`config.mk`:
```
export PLATFORM = sky130hd
export DESIGN_NAME = fifo_to_priority_matcher
export DESIGN_NICKNAME = d
export VERILOG_FILES = /design/src/sv/fpm_pkg.sv /design/src/sv/fpm_ram.sv /design/src/sv/fpm_datapath.sv /design/src/sv/fpm_ctrl.sv /design/src/sv/fifo_to_priority_matcher.sv
export SDC_FILE = /design/constraint.sdc
export NUM_CORES = 1
export LEC_CHECK = 0
export ABC_AREA = 1
export ABC_CLOCK_PERIOD_IN_PS = 3400
export BUFFER_PORTS_ARGS = -buffer_cell sky130_fd_sc_hd__buf_2
export CAP_MARGIN = 20
export CORE_AREA = 2 2 250 252
export DETAILED_ROUTE_END_ITERATION = 8
export DIE_AREA = 0 0 252 254
export PLACE_DENSITY = 0.69
export SYNTH_ARGS = -nofsm -noshare
export SYNTH_HDL_FRONTEND = slang
export SYNTH_SLANG_ARGS = --single-unit
```
`constraint.sdc`:
```
create_clock -name clock -period 3.4 [get_ports clock]
set_input_delay 0 -clock clock [delete_from_list [all_inputs] [get_ports clock]]
set_output_delay 0 -clock clock [all_outputs]
set_load 0.01 [all_outputs]
```
`src/sv/fpm_pkg.sv`:
```
// ----------------------------------------------------------------------------
// fpm_pkg: shared types and constants of the requester/resource matcher
// Opcodes, result status codes, controller states and the command and
// status bundles between the controller and the datapath.
// ----------------------------------------------------------------------------
package fpm_pkg;

   localparam int ID_W     = 8;
   localparam int DIST_W   = 16;
   localparam int RATE_W   = 6;
   localparam int OP_W     = 2;
   localparam int STATUS_W = 3;
   localparam int SLOT_W   = ID_W + DIST_W + RATE_W;

   typedef enum logic [OP_W-1:0] {
      OP_ADD_REQ  = 2'd0,
      OP_ADD_RES  = 2'd1,
      OP_DISPATCH = 2'd2,
      OP_UNUSED   = 2'd3
   } opcode_type;

   typedef enum logic [STATUS_W-1:0] {
      STAT_ADDED      = 3'd0,
      STAT_FULL       = 3'd1,
      STAT_DISPATCHED = 3'd2,
      STAT_NO_REQ     = 3'd3,
      STAT_NO_RES     = 3'd4
   } status_type;

   typedef enum logic [2:0] {
      ST_IDLE,
      ST_DECODE,
      ST_FREE_SCAN,
      ST_DISP_SCAN,
      ST_DISP_LAST,
      ST_DISP_END,
      ST_RESP
   } state_type;

   // Commands from the controller to the datapath.
   typedef struct packed {
      logic       capture;
      logic       fifo_push;
      logic       idx_clr;
      logic       idx_inc;
      logic       best_clr;
      logic       scan_rd;
      logic       slot_write;
      logic       pop;
      logic       set_res;
      status_type res_status;
      logic       load_out;
   } cmd_type;

   // Status from the datapath to the controller.
   typedef struct packed {
      opcode_type op;
      logic       fifo_full;
      logic       fifo_empty;
      logic       idx_last;
      logic       slot_free;
      logic       found;
   } stat_type;

endpackage

```
`src/sv/fpm_ram.sv`:
```
// ----------------------------------------------------------------------------
// fpm_ram: generic simple dual-port RAM
// One write port and one read port, read data registered.
// ----------------------------------------------------------------------------
module fpm_ram #(
   parameter int WIDTH = 8,
   parameter int DEPTH = 16
) (
   input  logic                     clock,
   input  logic                     wr_en,
   input  logic [$clog2(DEPTH)-1:0] wr_addr,
   input  logic [WIDTH-1:0]         wr_data,
   input  logic [$clog2(DEPTH)-1:0] rd_addr,
   output logic [WIDTH-1:0]         rd_data
);

   logic [WIDTH-1:0] mem_ff [DEPTH];
   logic [WIDTH-1:0] rd_data_ff;

   always_ff @(posedge clock) begin
      if (wr_en) begin
         mem_ff[wr_addr] <= wr_data;
      end
      rd_data_ff <= mem_ff[rd_addr];
   end

   assign rd_data = rd_data_ff;

endmodule

```
`src/sv/fpm_datapath.sv`:
```
// ----------------------------------------------------------------------------
// fpm_datapath: storage and compare logic of the matcher
// Holds the requester FIFO, the resource slot store with its valid bits,
// the slot scan with its running best candidate, and the result registers.
// ----------------------------------------------------------------------------
module fpm_datapath #(
   parameter int REQUEST_DEPTH  = 16,
   parameter int RESOURCE_SLOTS = 16
) (
   input  logic                          clock,
   input  logic                          reset,
   input  fpm_pkg::cmd_type              cmd,
   output fpm_pkg::stat_type             stat,
   input  logic [fpm_pkg::OP_W-1:0]      req_opcode,
   input  logic [fpm_pkg::ID_W-1:0]      req_agent_id,
   input  logic [fpm_pkg::DIST_W-1:0]    req_distance_m,
   input  logic [fpm_pkg::RATE_W-1:0]    req_rating_tenths,
   output logic [fpm_pkg::STATUS_W-1:0]  rsp_status,
   output logic [fpm_pkg::ID_W-1:0]      rsp_matched_requester,
   output logic [fpm_pkg::ID_W-1:0]      rsp_matched_resource
);

   localparam int RAW = $clog2(REQUEST_DEPTH);
   localparam int CNW = $clog2(REQUEST_DEPTH + 1);
   localparam int SAW = $clog2(RESOURCE_SLOTS);
   localparam logic [RAW-1:0] PTR_LAST  = RAW'(REQUEST_DEPTH - 1);
   localparam logic [CNW-1:0] CNT_FULL  = CNW'(REQUEST_DEPTH);
   localparam logic [SAW-1:0] IDX_LAST  = SAW'(RESOURCE_SLOTS - 1);

   // Captured request.
   fpm_pkg::opcode_type           op_ff;
   logic [fpm_pkg::ID_W-1:0]      id_ff;
   logic [fpm_pkg::DIST_W-1:0]    dist_ff;
   logic [fpm_pkg::RATE_W-1:0]    rate_ff;

   // Requester FIFO control.
   logic [RAW-1:0] head_ff, head_in;
   logic [RAW-1:0] tail_ff, tail_in;
   logic [CNW-1:0] count_ff, count_in;
   logic [fpm_pkg::ID_W-1:0] fifo_rdata;

   // Slot store.
   logic [RESOURCE_SLOTS-1:0] slot_valid_ff, slot_valid_in;
   logic [SAW-1:0]            idx_ff, idx_in;
   logic [fpm_pkg::SLOT_W-1:0] slot_rdata;
   logic [fpm_pkg::ID_W-1:0]   rd_ident;
   logic [fpm_pkg::DIST_W-1:0] rd_dist;
   logic [fpm_pkg::RATE_W-1:0] rd_rate;

   // Scan pipeline and running best.
   logic                       cmp_en_ff;
   logic                       vld_d_ff;
   logic [SAW-1:0]             idx_d_ff;
   logic                       found_ff;
   logic [SAW-1:0]             best_idx_ff;
   logic [fpm_pkg::ID_W-1:0]   best_ident_ff;
   logic [fpm_pkg::DIST_W-1:0] best_dist_ff;
   logic [fpm_pkg::RATE_W-1:0] best_rate_ff;
   logic                       better;

   // Result staging and output registers.
   fpm_pkg::status_type        res_status_ff;
   logic [fpm_pkg::ID_W-1:0]   res_req_ff;
   logic [fpm_pkg::ID_W-1:0]   res_res_ff;
   fpm_pkg::status_type        out_status_ff;
   logic [fpm_pkg::ID_W-1:0]   out_req_ff;
   logic [fpm_pkg::ID_W-1:0]   out_res_ff;

   fpm_ram #(
      .WIDTH (fpm_pkg::ID_W),
      .DEPTH (REQUEST_DEPTH)
   ) u_fifo_ram (
      .clock   (clock),
      .wr_en   (cmd.fifo_push),
      .wr_addr (tail_ff),
      .wr_data (id_ff),
      .rd_addr (head_ff),
      .rd_data (fifo_rdata)
   );

   fpm_ram #(
      .WIDTH (fpm_pkg::SLOT_W),
      .DEPTH (RESOURCE_SLOTS)
   ) u_slot_ram (
      .clock   (clock),
      .wr_en   (cmd.slot_write),
      .wr_addr (idx_ff),
      .wr_data ({id_ff, dist_ff, rate_ff}),
      .rd_addr (idx_ff),
      .rd_data (slot_rdata)
   );

   assign {rd_ident, rd_dist, rd_rate} = slot_rdata;

   // A slot wins on smaller distance, then on higher rating; on an exact tie
   // the earlier slot, seen first, is kept.
   always_comb begin
      better = !found_ff || (rd_dist < best_dist_ff) ||
               ((rd_dist == best_dist_ff) && (rd_rate > best_rate_ff));
   end

   always_comb begin
      head_in  = head_ff;
      tail_in  = tail_ff;
      count_in = count_ff;
      if (cmd.fifo_push) begin
         tail_in  = (tail_ff == PTR_LAST) ? '0 : tail_ff + 1'b1;
         count_in = count_ff + 1'b1;
      end else if (cmd.pop) begin
         head_in  = (head_ff == PTR_LAST) ? '0 : head_ff + 1'b1;
         count_in = count_ff - 1'b1;
      end
   end

   always_comb begin
      slot_valid_in = slot_valid_ff;
      if (cmd.slot_write) begin
         slot_valid_in[idx_ff] = 1'b1;
      end
      if (cmd.pop) begin
         slot_valid_in[best_idx_ff] = 1'b0;
      end
   end

   always_comb begin
      idx_in = idx_ff;
      if (cmd.idx_clr) begin
         idx_in = '0;
      end else if (cmd.idx_inc && (idx_ff != IDX_LAST)) begin
         idx_in = idx_ff + 1'b1;
      end
   end

   always_ff @(posedge clock) begin
      if (reset) begin
         head_ff       <= '0;
         tail_ff       <= '0;
         count_ff      <= '0;
         slot_valid_ff <= '0;
         idx_ff        <= '0;
         cmp_en_ff     <= 1'b0;
         found_ff      <= 1'b0;
      end else begin
         head_ff       <= head_in;
         tail_ff       <= tail_in;
         count_ff      <= count_in;
         slot_valid_ff <= slot_valid_in;
         idx_ff        <= idx_in;
         cmp_en_ff     <= cmd.scan_rd;
         if (cmd.best_clr) begin
            found_ff <= 1'b0;
         end else if (cmp_en_ff && vld_d_ff && better) begin
            found_ff <= 1'b1;
         end
      end
   end

   always_ff @(posedge clock) begin
      if (cmd.capture) begin
         op_ff   <= fpm_pkg::opcode_type'(req_opcode);
         id_ff   <= req_agent_id;
         dist_ff <= req_distance_m;
         rate_ff <= req_rating_tenths;
      end
      vld_d_ff <= slot_valid_ff[idx_ff];
      idx_d_ff <= idx_ff;
      if (cmp_en_ff && vld_d_ff && better) begin
         best_idx_ff   <= idx_d_ff;
         best_ident_ff <= rd_ident;
         best_dist_ff  <= rd_dist;
         best_rate_ff  <= rd_rate;
      end
      if (cmd.set_res) begin
         res_status_ff <= cmd.res_status;
         res_req_ff    <= cmd.pop ? fifo_rdata : '0;
         res_res_ff    <= cmd.pop ? best_ident_ff : '0;
      end
      if (cmd.load_out) begin
         out_status_ff <= res_status_ff;
         out_req_ff    <= res_req_ff;
         out_res_ff    <= res_res_ff;
      end
   end

   always_comb begin
      stat.op         = op_ff;
      stat.fifo_full  = (count_ff == CNT_FULL);
      stat.fifo_empty = (count_ff == '0);
      stat.idx_last   = (idx_ff == IDX_LAST);
      stat.slot_free  = !slot_valid_ff[idx_ff];
      stat.found      = found_ff;
   end

   assign rsp_status            = out_status_ff;
   assign rsp_matched_requester = out_req_ff;
   assign rsp_matched_resource  = out_res_ff;

endmodule

```
`src/sv/fpm_ctrl.sv`:
```
// ----------------------------------------------------------------------------
// fpm_ctrl: controller of the matcher
// Sequences one request at a time through decode, slot scans and result
// hand-off, and owns the handshakes of both channels.
// ----------------------------------------------------------------------------
module fpm_ctrl (
   input  logic              clock,
   input  logic              reset,
   input  logic              req_valid,
   output logic              req_ready,
   output logic              rsp_valid,
   input  logic              rsp_ready,
   input  fpm_pkg::stat_type stat,
   output fpm_pkg::cmd_type  cmd
);

   fpm_pkg::state_type state_ff, state_in;
   logic rsp_valid_ff, rsp_valid_in;

   always_comb begin
      state_in = state_ff;
      case (state_ff)
         fpm_pkg::ST_IDLE: begin
            if (req_valid) begin
               state_in = fpm_pkg::ST_DECODE;
            end
         end
         fpm_pkg::ST_DECODE: begin
            case (stat.op)
               fpm_pkg::OP_ADD_REQ: state_in = fpm_pkg::ST_RESP;
               fpm_pkg::OP_ADD_RES: state_in = fpm_pkg::ST_FREE_SCAN;
               fpm_pkg::OP_DISPATCH: begin
                  state_in = stat.fifo_empty ? fpm_pkg::ST_RESP : fpm_pkg::ST_DISP_SCAN;
               end
               default: state_in = fpm_pkg::ST_IDLE;
            endcase
         end
         fpm_pkg::ST_FREE_SCAN: begin
            if (stat.slot_free || stat.idx_last) begin
               state_in = fpm_pkg::ST_RESP;
            end
         end
         fpm_pkg::ST_DISP_SCAN: begin
            if (stat.idx_last) begin
               state_in = fpm_pkg::ST_DISP_LAST;
            end
         end
         fpm_pkg::ST_DISP_LAST: state_in = fpm_pkg::ST_DISP_END;
         fpm_pkg::ST_DISP_END:  state_in = fpm_pkg::ST_RESP;
         fpm_pkg::ST_RESP: begin
            if (!rsp_valid_ff || rsp_ready) begin
               state_in = fpm_pkg::ST_IDLE;
            end
         end
         default: state_in = fpm_pkg::ST_IDLE;
      endcase
   end

   always_comb begin
      cmd            = '0;
      cmd.res_status = fpm_pkg::STAT_ADDED;
      req_ready      = 1'b0;
      case (state_ff)
         fpm_pkg::ST_IDLE: begin
            req_ready   = 1'b1;
            cmd.capture = req_valid;
         end
         fpm_pkg::ST_DECODE: begin
            case (stat.op)
               fpm_pkg::OP_ADD_REQ: begin
                  cmd.set_res    = 1'b1;
                  cmd.fifo_push  = !stat.fifo_full;
                  cmd.res_status = stat.fifo_full ? fpm_pkg::STAT_FULL : fpm_pkg::STAT_ADDED;
               end
               fpm_pkg::OP_ADD_RES: begin
                  cmd.idx_clr = 1'b1;
               end
               fpm_pkg::OP_DISPATCH: begin
                  cmd.set_res    = stat.fifo_empty;
                  cmd.res_status = fpm_pkg::STAT_NO_REQ;
                  cmd.idx_clr    = 1'b1;
                  cmd.best_clr   = 1'b1;
               end
               default: ;
            endcase
         end
         fpm_pkg::ST_FREE_SCAN: begin
            if (stat.slot_free) begin
               cmd.slot_write = 1'b1;
               cmd.set_res    = 1'b1;
               cmd.res_status = fpm_pkg::STAT_ADDED;
            end else if (stat.idx_last) begin
               cmd.set_res    = 1'b1;
               cmd.res_status = fpm_pkg::STAT_FULL;
            end else begin
               cmd.idx_inc = 1'b1;
            end
         end
         fpm_pkg::ST_DISP_SCAN: begin
            cmd.scan_rd = 1'b1;
            cmd.idx_inc = 1'b1;
         end
         fpm_pkg::ST_DISP_END: begin
            cmd.set_res    = 1'b1;
            cmd.pop        = stat.found;
            cmd.res_status = stat.found ? fpm_pkg::STAT_DISPATCHED : fpm_pkg::STAT_NO_RES;
         end
         fpm_pkg::ST_RESP: begin
            cmd.load_out = !rsp_valid_ff || rsp_ready;
         end
         default: ;
      endcase
   end

   always_comb begin
      rsp_valid_in = rsp_valid_ff;
      if (cmd.load_out) begin
         rsp_valid_in = 1'b1;
      end else if (rsp_ready) begin
         rsp_valid_in = 1'b0;
      end
   end

   always_ff @(posedge clock) begin
      if (reset) begin
         state_ff     <= fpm_pkg::ST_IDLE;
         rsp_valid_ff <= 1'b0;
      end else begin
         state_ff     <= state_in;
         rsp_valid_ff <= rsp_valid_in;
      end
   end

   assign rsp_valid = rsp_valid_ff;

endmodule

```
`src/sv/fifo_to_priority_matcher.sv`:
```
// ----------------------------------------------------------------------------
// fifo_to_priority_matcher: pairs queued requesters with the best resource
// Top level joining the controller and the datapath.
// ----------------------------------------------------------------------------
// Usage:
//   A request beat on the req_ channel carries an opcode: add requester
//   (queued in a FIFO of REQUEST_DEPTH entries), add resource (stored in the
//   lowest free of RESOURCE_SLOTS slots) or dispatch (pops the oldest
//   requester and takes the slot with the least distance, then the highest
//   rating, then the lowest slot). Each of these gives one beat on the rsp_
//   channel; the unused opcode gives none.
//   Items are processed one at a time. Add requester is decided in decode;
//   add resource scans from the lowest slot past the occupied slots ahead of
//   the first free one, and a dispatch that finds requesters scans every
//   slot, one slot per cycle through the single read port of the slot
//   memory, before the result register is set. The next request is accepted
//   once that result has gone on to the output register.
//   Reset empties the FIFO and frees every slot.
//   When the receiver stalls, the result waits in the output register and the
//   next request is still accepted; its result is held back until the
//   earlier one has been taken.
// ----------------------------------------------------------------------------
module fifo_to_priority_matcher #(
   parameter int REQUEST_DEPTH  = 16,
   parameter int RESOURCE_SLOTS = 16
) (
   input  logic                          clock,
   input  logic                          reset,
   input  logic                          req_valid,
   output logic                          req_ready,
   input  logic [fpm_pkg::OP_W-1:0]      req_opcode,
   input  logic [fpm_pkg::ID_W-1:0]      req_agent_id,
   input  logic [fpm_pkg::DIST_W-1:0]    req_distance_m,
   input  logic [fpm_pkg::RATE_W-1:0]    req_rating_tenths,
   output logic                          rsp_valid,
   input  logic                          rsp_ready,
   output logic [fpm_pkg::STATUS_W-1:0]  rsp_status,
   output logic [fpm_pkg::ID_W-1:0]      rsp_matched_requester,
   output logic [fpm_pkg::ID_W-1:0]      rsp_matched_resource
);

   fpm_pkg::cmd_type  cmd;
   fpm_pkg::stat_type stat;

   fpm_ctrl u_ctrl (
      .clock     (clock),
      .reset     (reset),
      .req_valid (req_valid),
      .req_ready (req_ready),
      .rsp_valid (rsp_valid),
      .rsp_ready (rsp_ready),
      .stat      (stat),
      .cmd       (cmd)
   );

   fpm_datapath #(
      .REQUEST_DEPTH  (REQUEST_DEPTH),
      .RESOURCE_SLOTS (RESOURCE_SLOTS)
   ) u_datapath (
      .clock                 (clock),
      .reset                 (reset),
      .cmd                   (cmd),
      .stat                  (stat),
      .req_opcode            (req_opcode),
      .req_agent_id          (req_agent_id),
      .req_distance_m        (req_distance_m),
      .req_rating_tenths     (req_rating_tenths),
      .rsp_status            (rsp_status),
      .rsp_matched_requester (rsp_matched_requester),
      .rsp_matched_resource  (rsp_matched_resource)
   );

   // A push never goes into a full FIFO.
   a_push_not_full : assert property (@(posedge clock) disable iff (reset)
      cmd.fifo_push |-> !stat.fifo_full)
      else $error("requester pushed into a full FIFO");

   // A pop needs a queued requester and a chosen slot.
   a_pop_legal : assert property (@(posedge clock) disable iff (reset)
      cmd.pop |-> (stat.found && !stat.fifo_empty))
      else $error("dispatch popped without requester or resource");

   // Only one item is in work at a time.
   a_one_in_work : assert property (@(posedge clock) disable iff (reset)
      (req_valid && req_ready) |=> !req_ready)
      else $error("second item accepted while one is in work");

   // Loading the output register always presents a beat.
   a_load_shows : assert property (@(posedge clock) disable iff (reset)
      cmd.load_out |=> rsp_valid)
      else $error("result loaded but not presented");

endmodule

```
==> reports/qor.yml, run 1 <==
status:
  outcome: "completed"
logic_synthesis:
  synth_edf_count: 712
  synth_flop_cell: "edfxtp_1"
  synth_top_area_cell: "edfxtp_1"
  avgSynthCellArea_um2: 13.1
  synth_cell_types: 40
  ys_warn_count: 0
  synth_seq_cells: 794
  netlist.area_leader.share_pct: 70.3
  yosysSeqAreaShare_pct: 75.7
  synth_area_leaders: "edfxtp_1 (70%), dfxtp_1 (5.4%), o21ai_0 (4.9%)"
  yosysMostFrequentCell: "edfxtp_1"
  async_reset_ff_share_pct: 0
  netlist_instances: 2314
  ys_top_cells_by_count: "edfxtp_1 (712), nor2_1 (375), o21ai_0 (298), nand2_1 (222), inv_1 (122)"
  synth_area_um2: 30400
  syn_nets: 2389
power_and_ir_drop:
  peakVddDrop_uv: 487
  seq_power_share_pct: 52.2
  p_switching_w: 0.00594
  combPwrFrac_pct: 11.1
  power.internal_w: 0.0176
  clkPwrFrac_pct: 36.7
  power.leakage_nw: 12.0
  total_power_w: 0.0236
  swShare_pct: 25.2
  power_density_nw_per_um2: 680
drt:
  drt_wl_total_mm: 67.8
  vias: 18705
  wl_per_cell_um: 20.7
  drcViolationCount: 0
  ant_nets: 0
  drtIter0Drc: 2077
  drt-vias-per-instance: 5.71
  first_pass_iters: 6
floorplan:
  row_count: 91
  die_y_um: 254
  coreArea_um2: 61300
  fp.dieArea_um2: 64000
  top_level_ports: 57
  start_util_pct: 49.6
  die_x_um: 252
worst_setup_path:
  timing_worst_setup_path_type: "reg2reg"
  cp-start-kind: "flop"
  critical_path.slowest_cell: "buf_4"
  cp.required_ns: 3.69
  crit_arrival_ns: 2.84
  slowest_delay_ns: 0.64
  path_cells: "buf_4 -> ha_1 -> inv_1 -> nor2_1 -> nand2_1 -> nand3_1 -> buf_4"
  crit_fanout: 71
  timing.critical_path.mode_cell: "buf_4"
  path_buf_inv: 3
  endpoint_kind: "flop"
  critPathTopFamily: "buffers and inverters"
placement:
  gp_congestion: 0.856
  io_buffers: 56
  dp_hpwl_mm: 38.1
timing:
  max_freq_mhz: 392
  skew_ns: 0.0401
  fin_tns_setup_ns: 0
  setup_viol_count_final: 0
  fin_crit_sh_pct: 75.1
  rsz0062_at_grt: "no"
  tightestPinTransition_ns: 1.08
  period_needed_ns: 2.55
  final_hold_viol_count: 0
  final-max-slew-violation-count: 0
  slew_headroom_pct: 27.8
cts:
  htreeDepth: 3
  cts_resized: 0
  cts_buffers: 80
  cts_sinks: 794
  path_clk_slew_ns: 0.06
  cts_tree: "yes"
  clockBufferDepth: 3
  clk_latency_ns: 0.64
  cts_root_buffer: "clkbuf_16"
global_route:
  grt_pass1_wl_mm: 104
  antenna_found_initial: 0
  grt_pass1_vias: 18256
  gr-total-overflow: 0
  gr-usage-all-layers_pct: 21.3
  grt_max_degree: 107
finish:
  synthToLayoutAreaGrowth_pct: 13.9
  layout.nets: 2495
  fillers: 4846
  regArea_um2: 23000
  multi_input_area_um2: 6420
  drive_above_1_share_pct: 10.2
  antenna_cells: 0
flow_run:
  cap_violations: 0
min_path:
  hold_class: "in2reg"
final cells by class:
type                    count  area share, %
inverters                 131           1.44
clock buffers             110           6.52
flip-flops and latches    794           66.5
well taps                 790           2.85
repair buffers            146           3.08
multi-input cells        1267           18.5
clock inverters            39           1.07
routing by layer:
metal | up-vias | wire length, um | global-route usage, %
met5 | - | 0 | 0
met3 | 145 | 4800 | 3.30
met2 | 783 | 32400 | 35.0
met1 | 9159 | 28500 | 29.0
li1 | 8618 | - | -
met4 | 0 | 2120 | 7.90
registers in the layout, summed over array words and instances, names as in the netlist, 5 cells and up:
register	flops
u_datapath.best_dist_ff	16
u_datapath.best_ident_ff	8
u_datapath.best_rate_ff	6
u_datapath.count_ff	5
u_datapath.dist_ff	16
u_datapath.id_ff	8
u_datapath.rate_ff	6
u_datapath.res_req_ff	8
u_datapath.res_res_ff	8
u_datapath.rsp_matched_requester	8
u_datapath.rsp_matched_resource	8
u_datapath.slot_valid_ff	16
u_datapath.u_fifo_ram.mem_ff	128
u_datapath.u_fifo_ram.rd_data	8
u_datapath.u_slot_ram.mem_ff	480
u_datapath.u_slot_ram.rd_data	30
worst paths after layout:
kind,start,to,slack [ns],cells past startpoint
setup / recovery,u_datapath.idx_ff[1]$_SDFFE_PP0P_,u_datapath.res_res_ff[2]$_SDFFCE_PN0P_,0.85,7
hold / removal,req_distance_m[3],u_datapath.dist_ff[3]$_DFFE_PP_,0.07,2
setup reg to reg,u_datapath.idx_ff[1]$_SDFFE_PP0P_,u_datapath.res_res_ff[2]$_SDFFCE_PN0P_,0.85,7
hold reg to reg,u_datapath.res_req_ff[6]$_SDFFCE_PN0P_,u_datapath.rsp_matched_requester[6]$_DFFE_PP_,0.40,0
repair_timing:
action,4_1_cts,5_1_grt
hold buffers,35,0
hold endpoints to repair,54,0
buffers inserted,0,0
power by group through the flow:
stage | clock [W] | combinational [W] | sequential, W
6_report | 0.00865 | 0.00262 | 0.0123
5_1_grt | 0.00913 | 0.00294 | 0.0124
4_1_cts | 0.00879 | 0.00264 | 0.0123
3_5_place_dp | 0 | 0.00260 | 0.0125
3_3_place_gp | 0 | 0.00253 | 0.0125
2_1_floorplan | 0 | 0.00164 | 0.0124
cells by family after synthesis:
| logic type | after synthesis | share of synthesized area, % |
|---|---|---|
| mux | 12 | 0.395 |
| compound gates | 518 | 9.56 |
| buf+inv | 253 | 3.30 |
| simple gates | 694 | 9.30 |
| fa+ha+maj | 39 | 1.63 |
| xor+xnor | 4 | 0.115 |
| flops | 794 | 75.7 |
cells in the final DEF (no fill, tap or decap), types with 5 or more instances in the layout:
cell           count
edfxtp_1         712
nor2_1           372
o21ai_0          298
nand2_1          222
inv_1            121
o22ai_1          120
clkbuf_16         84
dfxtp_1           78
buf_2             56
buf_4             53
a21oi_1           48
nand3_1           42
ha_1              38
nand4_1           37
dlygate4sd3_1     35
o32ai_1           21
clkbuf_1          20
clkinv_1          16
clkinv_2          13
mux2i_1           12
o221ai_1          11
nor2_4             9
o211ai_1           7
inv_2              6
clkbuf_8           6
nor3_1             5
o31ai_1            5
bufinv_16          5
per-stage QoR:
step                      instance area (um^2)  util (%)  hold WS (ns)  setup WS, ns  instances
final                                    34600      56.6        0.0745         0.846       3277
after global routing                     34600      56.6        0.0608         0.646       3277
after CTS                                34600      56.6        0.0401         0.833       3277
after detailed placement                 31700      51.7         0.179         0.868       3093
after global placement                   31700      51.7         0.178         0.902       3093
after floorplan                          30400         -        0.0989         0.399       2314
(Power assumes the default switching activity.)
==> run 2, diff against run 1 <==
- ABC_CLOCK_PERIOD_IN_PS: 3400 -> 2600
- clock period: 3.4 -> 2.6 ns (I/O delays scaled with it)
==> reports/qor.yml, run 2 (synthesis results as in run 1) <==
placement:
  gp_congestion: 0.825  # -3.6%
  io_buffers: 56  # unchanged
  dp_hpwl_mm: 43.2  # +13%
  place_ws_ns: -0.0531  # -0.921 ns
timing:
  max_freq_mhz: 416  # +6.2%
  setup_viol_count_final: 0  # unchanged
  slew_headroom_pct: 48.6  # +21 points
  period_needed_ns: 2.41  # -0.149 ns
  final_hold_viol_count: 0  # unchanged
  rsz0062_at_grt: "no"
  skew_ns: 0.0237  # -0.0164 ns
  fin_ws_ns: 0.195  # -0.651 ns
  fin_crit_sh_pct: 92.5  # +17 points
  holdWs_ns: 0.0766  # +0.00211 ns
  tightestPinTransition_ns: 0.771  # -0.312 ns
  final-max-slew-violation-count: 0  # unchanged
drt:
  ant_nets: 0  # unchanged
  wl_per_cell_um: 22.1  # +6.7%
  drcViolationCount: 0  # unchanged
  first_pass_iters: 8  # +2
  drtIter0Drc: 1946  # -6.3%
  drt-vias-per-instance: 5.75  # +0.68%
  vias: 18993  # +1.5%
  drt_wl_total_mm: 72.9  # +7.7%
cts:
  clockBufferDepth: 3  # unchanged
  cts_sinks: 794  # unchanged
  clk_latency_ns: 0.64  # about the same
  htreeDepth: 3  # unchanged
  cts_tree: "yes"
  cts_buffers: 82  # +2.5%
  cts_root_buffer: "clkbuf_16"
  path_clk_slew_ns: 0.06  # about the same
global_route:
  grt_max_degree: 138  # +29%
  antenna_found_initial: 2  # +2
  grt_pass1_vias: 18475  # +1.2%
  grt_pass1_wl_mm: 110  # +5.6%
  gr-total-overflow: 0  # unchanged
  gr-usage-all-layers_pct: 22.8  # +1.4 points
finish:
  fillers: 4826  # -0.41%
  max_flop_register: "u_datapath.u_slot_ram.mem_ff"
  multi_input_area_um2: 6440  # +0.18%
  final_common_cell: "edfxtp_1"
  layout.nets: 2523  # +1.1%
  largest_reg_flops: 480  # unchanged
  regArea_um2: 23000  # unchanged
  drive_above_1_share_pct: 10.9  # +0.68 points
  antenna_cells: 0  # unchanged
  mostFrequentLayoutCells: "edfxtp_1 (712), nor2_1 (372), o21ai_0 (298)"
  synthToLayoutAreaGrowth_pct: 15.3
power_and_ir_drop:
  power.leakage_nw: 12.2  # +1.3%
  power_density_nw_per_um2: 903  # +33%
  peakVddDrop_uv: 542  # +11%
  total_power_w: 0.0317  # +34%
floorplan:
  row_count: 91  # unchanged
  start_util_pct: 49.6  # unchanged
  fp.dieArea_um2: 64000  # unchanged
  coreArea_um2: 61300  # unchanged
  top_level_ports: 57  # unchanged
  die_x_um: 252  # unchanged
  die_y_um: 254  # unchanged
worst_setup_path:
  crit_arrival_ns: 2.78  # -0.06 ns
  crit_fanout: 22  # -69%
  slowest_delay_ns: 0.45  # -0.19 ns
  cp.required_ns: 2.97  # -0.72 ns
  timing_worst_setup_path_type: "reg2reg"
  timing.critical_path.mode_cell: "nand2_1"
  endpoint_kind: "flop"
  path_cells: "inv_6 -> nand2_1 -> nand3_1 -> nand2_1 -> nand2_1 -> nand2_1 -> inv_2 -> nand2_4 -> clkinv_2 -> nand2_4 -> nor2_4 -> nand2_1 -> clkinv_1 -> buf_12"
  critPathTopFamily: "buffers and inverters"
  critical_path.slowest_cell: "dfxtp_4"
  path_buf_inv: 5  # +2
  cp-start-kind: "flop"
min_path:
  hold_class: "in2reg"
status:
  outcome: "completed"
flow_run:
  cap_violations: 0  # unchanged
[run 2: cell count changes in the layout (fill, tap and decap cells not counted), moves of 2 or more]
cell,previous run,this run
clkinv_1,16,32
buf_4,53,67
buf_12,2,12
inv_1,121,112
clkbuf_8,6,0
clkinv_2,13,8
bufinv_16,5,9
clkbuf_16,84,86
clkinvlp_4,3,1
[run 2: worst register-to-register path, delay by kind of cell (launching register included)]
kind / cells / cell delay (ns)
and+or+nand+nor: 9 / 0.73
buffers and inverters: 5 / 0.95
DFF: 1 / 0.45
[run 2: per-stage QoR]
step / area [um^2] / cells / util, % / setup TNS, ns
finish: 35100 / 3305 / 57.2 / 0
floorplan: 30400 / 2314 / - / 0
CTS: 35100 / 3305 / 57.2 / 0
global route: 35100 / 3305 / 57.2 / 0
global placement: 32000 / 3117 / 52.2 / 0
detailed placement: 32000 / 3117 / 52.2 / -1.72
[run 2: final timing paths]
kind | from | cells past startpoint | end | slack, ns
max reg2reg | u_datapath.idx_ff[0]$_SDFFE_PP0P_ | 14 | u_datapath.u_slot_ram.mem_ff[12][18]$_DFFE_PP_ | 0.19
min reg2reg | u_datapath.idx_d_ff[2]$_DFF_P_ | 0 | u_datapath.best_idx_ff[2]$_DFFE_PP_ | 0.40
max | u_datapath.idx_ff[0]$_SDFFE_PP0P_ | 14 | u_datapath.u_slot_ram.mem_ff[12][18]$_DFFE_PP_ | 0.19
min | req_distance_m[2] | 2 | u_datapath.dist_ff[2]$_DFFE_PP_ | 0.08
[run 2: final cells by class]
class	count	share of cell area (%)
Tap cell	790	2.82
Inverter	131	1.42
Timing Repair Buffer	171	3.95
Sequential cell	794	65.7
Multi-Input combinational cell	1268	18.4
Clock inverter	45	1.40
Clock buffer	106	6.35
[run 2: routing by layer]
metal | wire, um | global-route usage, % | vias to the layer above
li1 | - | - | 8684
met1 | 29700 | 29.3 | 9399
met2 | 36200 | 38.9 | 752
met3 | 4530 | 3.77 | 156
met4 | 2540 | 8.50 | 2
met5 | 13 | 0 | -
[run 2: what timing repair did]
item / 4_1_cts / 5_1_grt
buffers inserted: 0 / 0
endpoints found under the setup margin: 34 / 0
hold endpoints to repair: 44 / 0
hold buffers: 36 / 0
gates resized for setup: 1 / 0
[run 2: power breakdown]
group          switching (W)  internal (W)
Clock                0.00482       0.00698
Sequential          0.000728        0.0154
Combinational        0.00267       0.00105
Total                0.00821        0.0235
